$ cat config.mk
export PLATFORM = sky130hd
export DESIGN_NAME = command_packet_deframer_crc8_core
export DESIGN_NICKNAME = d
export VERILOG_FILES = /design/src/cpd_pkg.sv /design/src/cpd_front.sv /design/src/cpd_queue.sv /design/src/command_packet_deframer_crc8_core.sv
export SDC_FILE = /design/constraint.sdc
export NUM_CORES = 1
export LEC_CHECK = 0
export ABC_AREA = 1
export BUFFER_PORTS_ARGS = -buffer_cell sky130_fd_sc_hd__clkbuf_2
export CAP_MARGIN = 20
export CELL_PAD_IN_SITES_DETAIL_PLACEMENT = 0
export CELL_PAD_IN_SITES_GLOBAL_PLACEMENT = 1
export CORE_ASPECT_RATIO = 0.9
export CORE_MARGIN = 4
export CORE_UTILIZATION = 54
export CTS_CLUSTER_DIAMETER = 40
export DETAILED_ROUTE_END_ITERATION = 10
export PLACE_DENSITY = 0.87
export SLEW_MARGIN = 20
export SYNTH_ARGS = -nofsm -noshare
export SYNTH_HDL_FRONTEND = slang
export SYNTH_HIERARCHICAL = 1
export SYNTH_SLANG_ARGS = --single-unit
export TNS_END_PERCENT = 20
$ cat constraint.sdc
create_clock -name clock -period 10 [get_ports clock]
set_input_delay 0.5 -clock clock [delete_from_list [all_inputs] [get_ports clock]]
set_output_delay 0.5 -clock clock [all_outputs]
set_load 0.1 [all_outputs]
$ cat src/cpd_pkg.sv
// Shared types, constants and the CRC-8 update function of the command packet deframer.
package cpd_pkg;

   localparam int unsigned PKT_LEN = 16;
   localparam int unsigned DATA_BYTES = PKT_LEN - 1;
   localparam int unsigned POS_W = 4;
   localparam logic [POS_W-1:0] LAST_POS = 4'd15;
   localparam logic [POS_W-1:0] FIRST_POS = 4'd0;
   localparam logic [7:0] CRC_POLY = 8'h31;
   localparam logic [7:0] CRC_INIT = 8'h00;

   typedef struct packed {
      logic [7:0] data_byte;
      logic       packet_start;
   } req_type;

   typedef struct packed {
      logic        crc_ok;
      logic [15:0] cmd_index;
      logic [7:0]  hop_ttl;
      logic [7:0]  command_code;
      logic [23:0] colour_rgb;
      logic [15:0] point_one;
      logic [15:0] point_two;
      logic [23:0] reserved_bytes;
      logic [7:0]  queue_flag;
   } rsp_type;

   // One record handed from the deframer to the result queue.
   typedef struct packed {
      logic    push;
      rsp_type record;
   } rec_push_type;

   // CRC-8, MSB first, one byte folded in per call.
   function automatic logic [7:0] crc8_byte(input logic [7:0] crc, input logic [7:0] data);
      logic [7:0] c;
      c = crc ^ data;
      for (int k = 0; k < 8; k++) begin
         if (c[7]) begin
            c = {c[6:0], 1'b0} ^ CRC_POLY;
         end else begin
            c = {c[6:0], 1'b0};
         end
      end
      return c;
   endfunction

endpackage

$ cat src/cpd_front.sv
// Front end: tracks the byte position, the running CRC and the captured bytes, and builds records.
module cpd_front
   import cpd_pkg::*;
(
   input  logic         clock,
   input  logic         reset,
   input  logic         req_valid,
   output logic         req_ready,
   input  req_type      req_data,
   input  logic         queue_full,
   output rec_push_type rec_out
);

   logic [POS_W-1:0] pos_ff, pos_in;
   logic [7:0]       crc_ff, crc_in;
   logic [7:0]       bytes_ff [DATA_BYTES];
   logic [POS_W-1:0] pos_eff;
   logic [7:0]       crc_eff;
   logic             accept;
   logic             at_last;
   rsp_type          rec;

   // An item at the trailing position needs a free queue slot; others are always taken.
   assign req_ready = !(pos_ff == LAST_POS && queue_full);
   assign accept    = req_valid && req_ready;

   assign pos_eff = req_data.packet_start ? FIRST_POS : pos_ff;
   assign crc_eff = req_data.packet_start ? CRC_INIT : crc_ff;
   assign at_last = (pos_eff == LAST_POS);

   always_comb begin
      pos_in = pos_ff;
      crc_in = crc_ff;
      if (accept) begin
         if (at_last) begin
            pos_in = FIRST_POS;
            crc_in = CRC_INIT;
         end else begin
            pos_in = pos_eff + 4'd1;
            crc_in = crc8_byte(crc_eff, req_data.data_byte);
         end
      end
   end

   always_ff @(posedge clock) begin
      if (reset) begin
         pos_ff <= FIRST_POS;
         crc_ff <= CRC_INIT;
      end else begin
         pos_ff <= pos_in;
         crc_ff <= crc_in;
      end
   end

   always_ff @(posedge clock) begin
      if (accept && !at_last) begin
         bytes_ff[pos_eff] <= req_data.data_byte;
      end
   end

   always_comb begin
      rec.crc_ok         = (req_data.data_byte == crc_eff);
      rec.cmd_index      = {bytes_ff[0], bytes_ff[1]};
      rec.hop_ttl        = bytes_ff[2];
      rec.command_code   = bytes_ff[3];
      rec.colour_rgb     = {bytes_ff[4], bytes_ff[5], bytes_ff[6]};
      rec.point_one      = {bytes_ff[7], bytes_ff[8]};
      rec.point_two      = {bytes_ff[9], bytes_ff[10]};
      rec.reserved_bytes = {bytes_ff[11], bytes_ff[12], bytes_ff[13]};
      rec.queue_flag     = bytes_ff[14];
      // A failed check clears the whole record.
      if (!rec.crc_ok) begin
         rec = '0;
      end
      rec_out.push   = accept && at_last;
      rec_out.record = rec;
   end

endmodule

$ cat src/cpd_queue.sv
// Back end: a short record queue whose head drives the result channel.
module cpd_queue
   import cpd_pkg::*;
#(
   parameter int unsigned DEPTH = 2
) (
   input  logic         clock,
   input  logic         reset,
   input  rec_push_type rec_in,
   output logic         full,
   output logic         rsp_valid,
   input  logic         rsp_ready,
   output rsp_type      rsp_data
);

   localparam int unsigned AW = (DEPTH > 1) ? $clog2(DEPTH) : 1;
   localparam int unsigned CW = $clog2(DEPTH + 1);
   localparam logic [AW-1:0] LAST_SLOT = AW'(DEPTH - 1);
   localparam logic [CW-1:0] FULL_COUNT = CW'(DEPTH);

   rsp_type       slot_ff [DEPTH];
   logic [AW-1:0] wr_ptr_ff, wr_ptr_in;
   logic [AW-1:0] rd_ptr_ff, rd_ptr_in;
   logic [CW-1:0] count_ff, count_in;
   logic          do_push, do_pop;

   assign full      = (count_ff == FULL_COUNT);
   assign rsp_valid = (count_ff != '0);
   assign rsp_data  = slot_ff[rd_ptr_ff];
   assign do_push   = rec_in.push;
   assign do_pop    = rsp_valid && rsp_ready;

   always_comb begin
      wr_ptr_in = wr_ptr_ff;
      rd_ptr_in = rd_ptr_ff;
      count_in  = count_ff;
      if (do_push) begin
         wr_ptr_in = (wr_ptr_ff == LAST_SLOT) ? '0 : wr_ptr_ff + AW'(1);
      end
      if (do_pop) begin
         rd_ptr_in = (rd_ptr_ff == LAST_SLOT) ? '0 : rd_ptr_ff + AW'(1);
      end
      if (do_push && !do_pop) begin
         count_in = count_ff + CW'(1);
      end else if (do_pop && !do_push) begin
         count_in = count_ff - CW'(1);
      end
   end

   always_ff @(posedge clock) begin
      if (reset) begin
         wr_ptr_ff <= '0;
         rd_ptr_ff <= '0;
         count_ff  <= '0;
      end else begin
         wr_ptr_ff <= wr_ptr_in;
         rd_ptr_ff <= rd_ptr_in;
         count_ff  <= count_in;
      end
   end

   always_ff @(posedge clock) begin
      if (do_push) begin
         slot_ff[wr_ptr_ff] <= rec_in.record;
      end
   end

endmodule

$ cat src/command_packet_deframer_crc8_core.sv
// Top level of the command packet deframer with CRC-8 check.
//
// The req_ channel carries one received byte per item, with packet_start
// marking byte 0 of a 16-byte packet. Bytes 0 to 14 are stored and folded
// into a CRC-8 (polynomial 0x31, initial value zero, MSB first). When the
// trailing byte arrives it is compared with the CRC and one record leaves
// on the rsp_ channel: the unpacked fields with crc_ok set, or all zeros.
// Other items produce no record.
//
// Throughput is one item per cycle while req_ready is high: the CRC
// update of a whole byte is done in the cycle that accepts it. A record
// is written into a small record queue of QUEUE_DEPTH entries when its
// trailing byte is accepted, and rsp_valid presents the queue's head.
//
// If the receiver stalls, bytes 0 to 14 of further packets are still
// accepted; only an item arriving while the byte position is at the
// trailing byte waits, with req_ready low, while the queue is full. This
// includes an item that carries a start flag there. Reset clears the byte
// position, the CRC and the queue; the stored bytes need no clearing, as
// each is written before use.
module command_packet_deframer_crc8_core
   import cpd_pkg::*;
#(
   parameter int unsigned QUEUE_DEPTH = 2
) (
   input  logic    clock,
   input  logic    reset,
   input  logic    req_valid,
   output logic    req_ready,
   input  req_type req_data,
   output logic    rsp_valid,
   input  logic    rsp_ready,
   output rsp_type rsp_data
);

   rec_push_type rec_push;
   logic         queue_full;

   // Front end: position, CRC and byte capture.
   cpd_front u_front (
      .clock      (clock),
      .reset      (reset),
      .req_valid  (req_valid),
      .req_ready  (req_ready),
      .req_data   (req_data),
      .queue_full (queue_full),
      .rec_out    (rec_push)
   );

   // Back end: records wait here until the receiver takes them.
   cpd_queue #(
      .DEPTH (QUEUE_DEPTH)
   ) u_queue (
      .clock     (clock),
      .reset     (reset),
      .rec_in    (rec_push),
      .full      (queue_full),
      .rsp_valid (rsp_valid),
      .rsp_ready (rsp_ready),
      .rsp_data  (rsp_data)
   );

endmodule
Word-level counts from Yosys, hierarchy flattened --
Memory sizes are Yosys's and may differ from the RTL's. A register that Yosys moved wholly into a read port is not among the register bits. Cells that the tools add are included.
Storage, ports and cells: memories kept 2, bits in writable memories 362, bits in latches 0, logic and storage cells 75, input port bits 13, register bits after elaboration 16, ROM bits 0, output and inout bits 123
Memory list:
- u_queue.slot_ff | depth 2, bits a word 121, rd ports 1, clocked after memory_dff 1, write ports 1, RTL line cpd_queue.sv:21 | rsp_type slot_ff [DEPTH];
- u_front.bytes_ff | depth 15, bits a word 8, rd ports 15, clocked after memory_dff 0, write ports 1, RTL line cpd_front.sv:16 | logic [7:0] bytes_ff [DATA_BYTES];
Cells by class: $lt $le $gt $ge 0, reductions and logical operators 13, add/sub/neg operators 5, divide/modulo/power cells 0, shifts and indexed selects 0, $mul 0, eq/ne operators 4, multiplexer cells 37, bitwise gates (word level) 9
Operator list (count):
- $mux 8 | 16
- $mux 121 | 1
- $mux 6 | 8
- $not 3->3 | 8
- $eq 4x4->1 const B | 2
- $eq 8x8->1 | 1
- $mux 1 | 8
- $mux 4 | 2
- $xor 8x8->8 | 1
- $logic_and 1x1->1 | 7
- $add 4x1->4 const B | 1
- $logic_not 1->1 | 4
- $mux 2 | 2
- $reduce_bool 2->1 | 2
- $add 1x1->1 const B | 2
- $add 2x1->2 const B | 1
- $eq 2x2->1 const B | 1
- $sub 2x1->2 const B | 1

Logic depth before layout (Yosys ltp) --
word-level depth 33, depth in mapped cells 15, depth with buffers taken out 15

Modules after synthesis --
Netlist, hierarchy kept.
Modules (own cells, without submodules):
- cpd_queue | area an instance 8984.9 um^2, seq. area each 7367.1 um^2, cells an instance 411, instances 1
- cpd_front | area an instance 6423.7 um^2, seq. area each 3843.7 um^2, cells an instance 554, instances 1

Least setup slack after synthesis --
Ideal clock, no wire load.
kind register to register, start point register u_front.pos_ff[2], end point memory u_queue/slot_ff[0][0] in the netlist's numbering, enable pin, required time 9.397 ns, setup time 0.603 ns, buffers on the path 1, arrival time 7.060 ns, stages on the path, launching flop included 9, clock period less this slack 7.663 ns, setup slack 2.337 ns, cell sequence dfxtp_1 inv_1 nor3_1 nand3_1 nand2_1 buf_2 nor2_1 inv_1 nor2_1
RTL lines:
- start, declared | RTL line cpd_front.sv:14 | logic [POS_W-1:0] pos_ff, pos_in;
- start signal, assigned | RTL line cpd_front.sv:50 | pos_ff <= pos_in;
- end, declared | RTL line cpd_queue.sv:21

==> impl_results.md <==
- CTS max path bufs: 3
- WL final: 28.01 mm
- Max-slew violation count: 0
- Crit path cell chain: buf_4 -> mux2_2 -> clkbuf_2
- Post-DP HPWL: 16.76 mm
- Yosys top cell by area: edfxtp_1
- CP Max Fanout: 63
- Cell Rows: 58
- Top-area cell type share of the netlist area: 0.7055
- Slew HR: 0.3124
- DR iter-0 viols: 496
- Cell variety after synth: 29
- Psw: 1.091 mW
- Vias in the first global route: 7597
- Share of cells above drive strength 1: 0.3797
- Resize count post-CTS: 0
- Arr. time, crit path: 3150 ps
- Total CTS buffers: 45
- Async S/R FF share, synth: 0
- Static Leak: 6.900 nW
- Layout Cells excl Fill: 1524
- Final net count: 1146
- Status: complete, no violations
- Top cells by area, synth: edfxtp_1 71%, mux2_2 8.8%, nor2_4 6.5%
- Core Box Area: 28010 sq um
- Setup_tns: 0 ps
- Ports: 136
- N_diodes: 0
- CP delay by family, top: buffers and inverters
- H-tree levels: 2
- # Post-CTS Setup Buffers: 0
- Routed WL per cell: 18.38 microns
- Synth top cells by count: 362 x edfxtp_1, 153 x inv_1, 121 x mux2_2
- Total of max-cap violations: 0
- Critical Path RT: 9500 ps
- Grt total ovfl: 0
- YS warnings: 6
- Chip Width: 186.1 microns
- Clk Latency, worst-skew pair: 530 ps
- Worst-path clk slew: 60 ps
- CTS sink cnt: 379
- DR pass1 iterations: 4
- Clock skew: 29.17 ps
- Hold_buf cts: 0
- Gate Count Post-Synth: 965
- Initial Util: 0.5501
- Gpl congestion: 0.8749
- IO Port Bufs: 135
- Worst hold margin: 298.6 ps
- Vias per std cell: 5.007
- Count leader, synth: edfxtp_1
- Placed Cells: 1441
- Post-layout min period: 3653 ps
- Via count: 7631
- Largest net degree at the start of global routing: 74
- Slowest CP cell: dfxtp_4
- Sequential Power Share: 0.446
- Die height: 168.3 microns
- First-pass GRT wire length: 43.58 mm
- Final Hold Viols: 0
- RSZ-0062 raised after global routing: false
- Crit-path max cell delay: 900 ps
- EDFF count, synth: 362
- Worst reg2reg setup slack: 6520 ps
- Clk pwr share: 0.415
- P per Cell Area: 220.0 nW/um^2
- Worst Setup Path Type: flip-flop to output pin
- Critical path buffers and inverters: 2
- Gate power share: 0.140
- Switching share of power: 0.2784
- Hold Crit Class: input port to flip-flop
- CTS Root Cell: clkbuf_16
- Antenna-violating nets left: 0
- Global Route Usage Sum: 0.1809
- Period utilization: 0.3653
- Main synth FF type: edfxtp_1
- Worst-Margin Slew: 1031 ps
- Internal Power: 2.829 mW
- Avg Inst Size Synth: 15.97 sq um
- Worst Setup Start Kind: flip-flop
- Final design utilization: 0.6361
- Max rail drop VDD: 0.0001481 V
- FMAX: 273.8 MHz
- Mapped Area: 15410 sq um
- Endpoints failing setup: 0
- Die area: 31300 sq um
- Synth Register Bits: 379
- Worst Setup End Kind: output pin
- Antenna violations before repair: 0
- Drt drc: 0
- Area delta synth->final: 15.65%
- TritonCTS clock tree: done
- Register area share after synthesis: 0.7276
- Synth Net Count: 983
-- worst paths after layout --
check	startpoint	endpoint	cells past startpoint
worst max-delay path	flip-flop	rsp_data[47]	3
worst min-delay path	rsp_ready	flip-flop	3
worst max register to register	u_front/pos_ff[2]	u_queue/slot_ff[1][2]	8
worst min register to register	u_front/crc_ff[5]	u_front/crc_ff[5]	2
-- flip-flops by register name, indices dropped and copies added, names as in the netlist, named ones only --
signal / flops
u_front/bytes_ff: 120
u_front/crc_ff: 8
u_front/pos_ff: 4
u_queue/count_ff: 2
u_queue/rd_ptr_ff: 1
u_queue/slot_ff: 242
u_queue/wr_ptr_ff: 1
-- power groups by stage --
| stage | sequential [mW] | clock, mW | combinational, mW |
|---|---|---|---|
| global placement | 1.78 | 0 | 0.550 |
| CTS | 1.75 | 1.66 | 0.551 |
| floorplan | 1.77 | 0 | 0.478 |
| detailed placement | 1.78 | 0 | 0.550 |
| finish | 1.75 | 1.63 | 0.547 |
| global route | 1.75 | 1.74 | 0.568 |
-- final cells by class --
cell class,instances,area [sq um]
fillers,1999,10190
clock buffers,51,1191
inverters,154,580.6
well taps,360,450.4
clock inverters,32,340.3
repair buffers,146,758.2
flip-flops and latches,379,11210
multi-input cells,402,3284
-- metrics by stage --
step	setup WS [ps]	area, sq um	total power, mW
after floorplan	2337	15410	2.248
after global placement	6344	16290	2.329
after detailed placement	6338	16290	2.330
after CTS	6321	17820	3.956
after global routing	6235	17820	4.053
final	6347	17820	3.920
-- cell usage in the layout (no fill, tap or decap), drive strengths merged --
| master | n |
|---|---|
| ha | 5 |
| inv | 161 |
| clkinvlp | 7 |
| nor2 | 149 |
| clkinv | 13 |
| a21oi | 14 |
| o21ai | 4 |
| nand3 | 19 |
| dfxtp | 17 |
| nand4 | 3 |
| nand3b | 2 |
| edfxtp | 362 |
| mux2 | 121 |
| nor3 | 7 |
| nand2 | 70 |
| bufinv | 5 |
| a211oi | 1 |
| xnor2 | 3 |
| clkbuf | 186 |
| xor2 | 3 |
| buf | 11 |
| a21o | 1 |
-- routing by layer --
| metal | up-vias | part of all wire | global-route usage | routed length [microns] |
|---|---|---|---|---|
| li1 | 3656 | - | - | - |
| met1 | 3765 | 0.45 | 0.2597 | 12710 |
| met2 | 175 | 0.48 | 0.2897 | 13480 |
| met3 | 35 | 0.049 | 0.03716 | 1360 |
| met4 | 0 | 0.016 | 0.04054 | 461 |
| met5 | - | 0 | 0 | 0 |
-- kinds of logic (layout without fill, tap and decap cells) --
logic type                 Yosys count  in the layout  synth area share
DFF                                379            379            0.7276
and+or+nand+nor                    250            250            0.1084
buffers and inverters              184            383           0.06033
muxes                              121            121           0.08843
AOI/OAI and AO/OA                   20             20          0.006822
xor gates and xnor gates             6              6          0.004386
adders and majority gates            5              5          0.004060
-- worst register-to-register path: cells and delay by family (launching register included) --
kind	cells	cell delay (ps)
buffers and inverters	3	1530
and+or+nand+nor	5	1120
DFF	1	290
(Power assumes the default switching activity.)
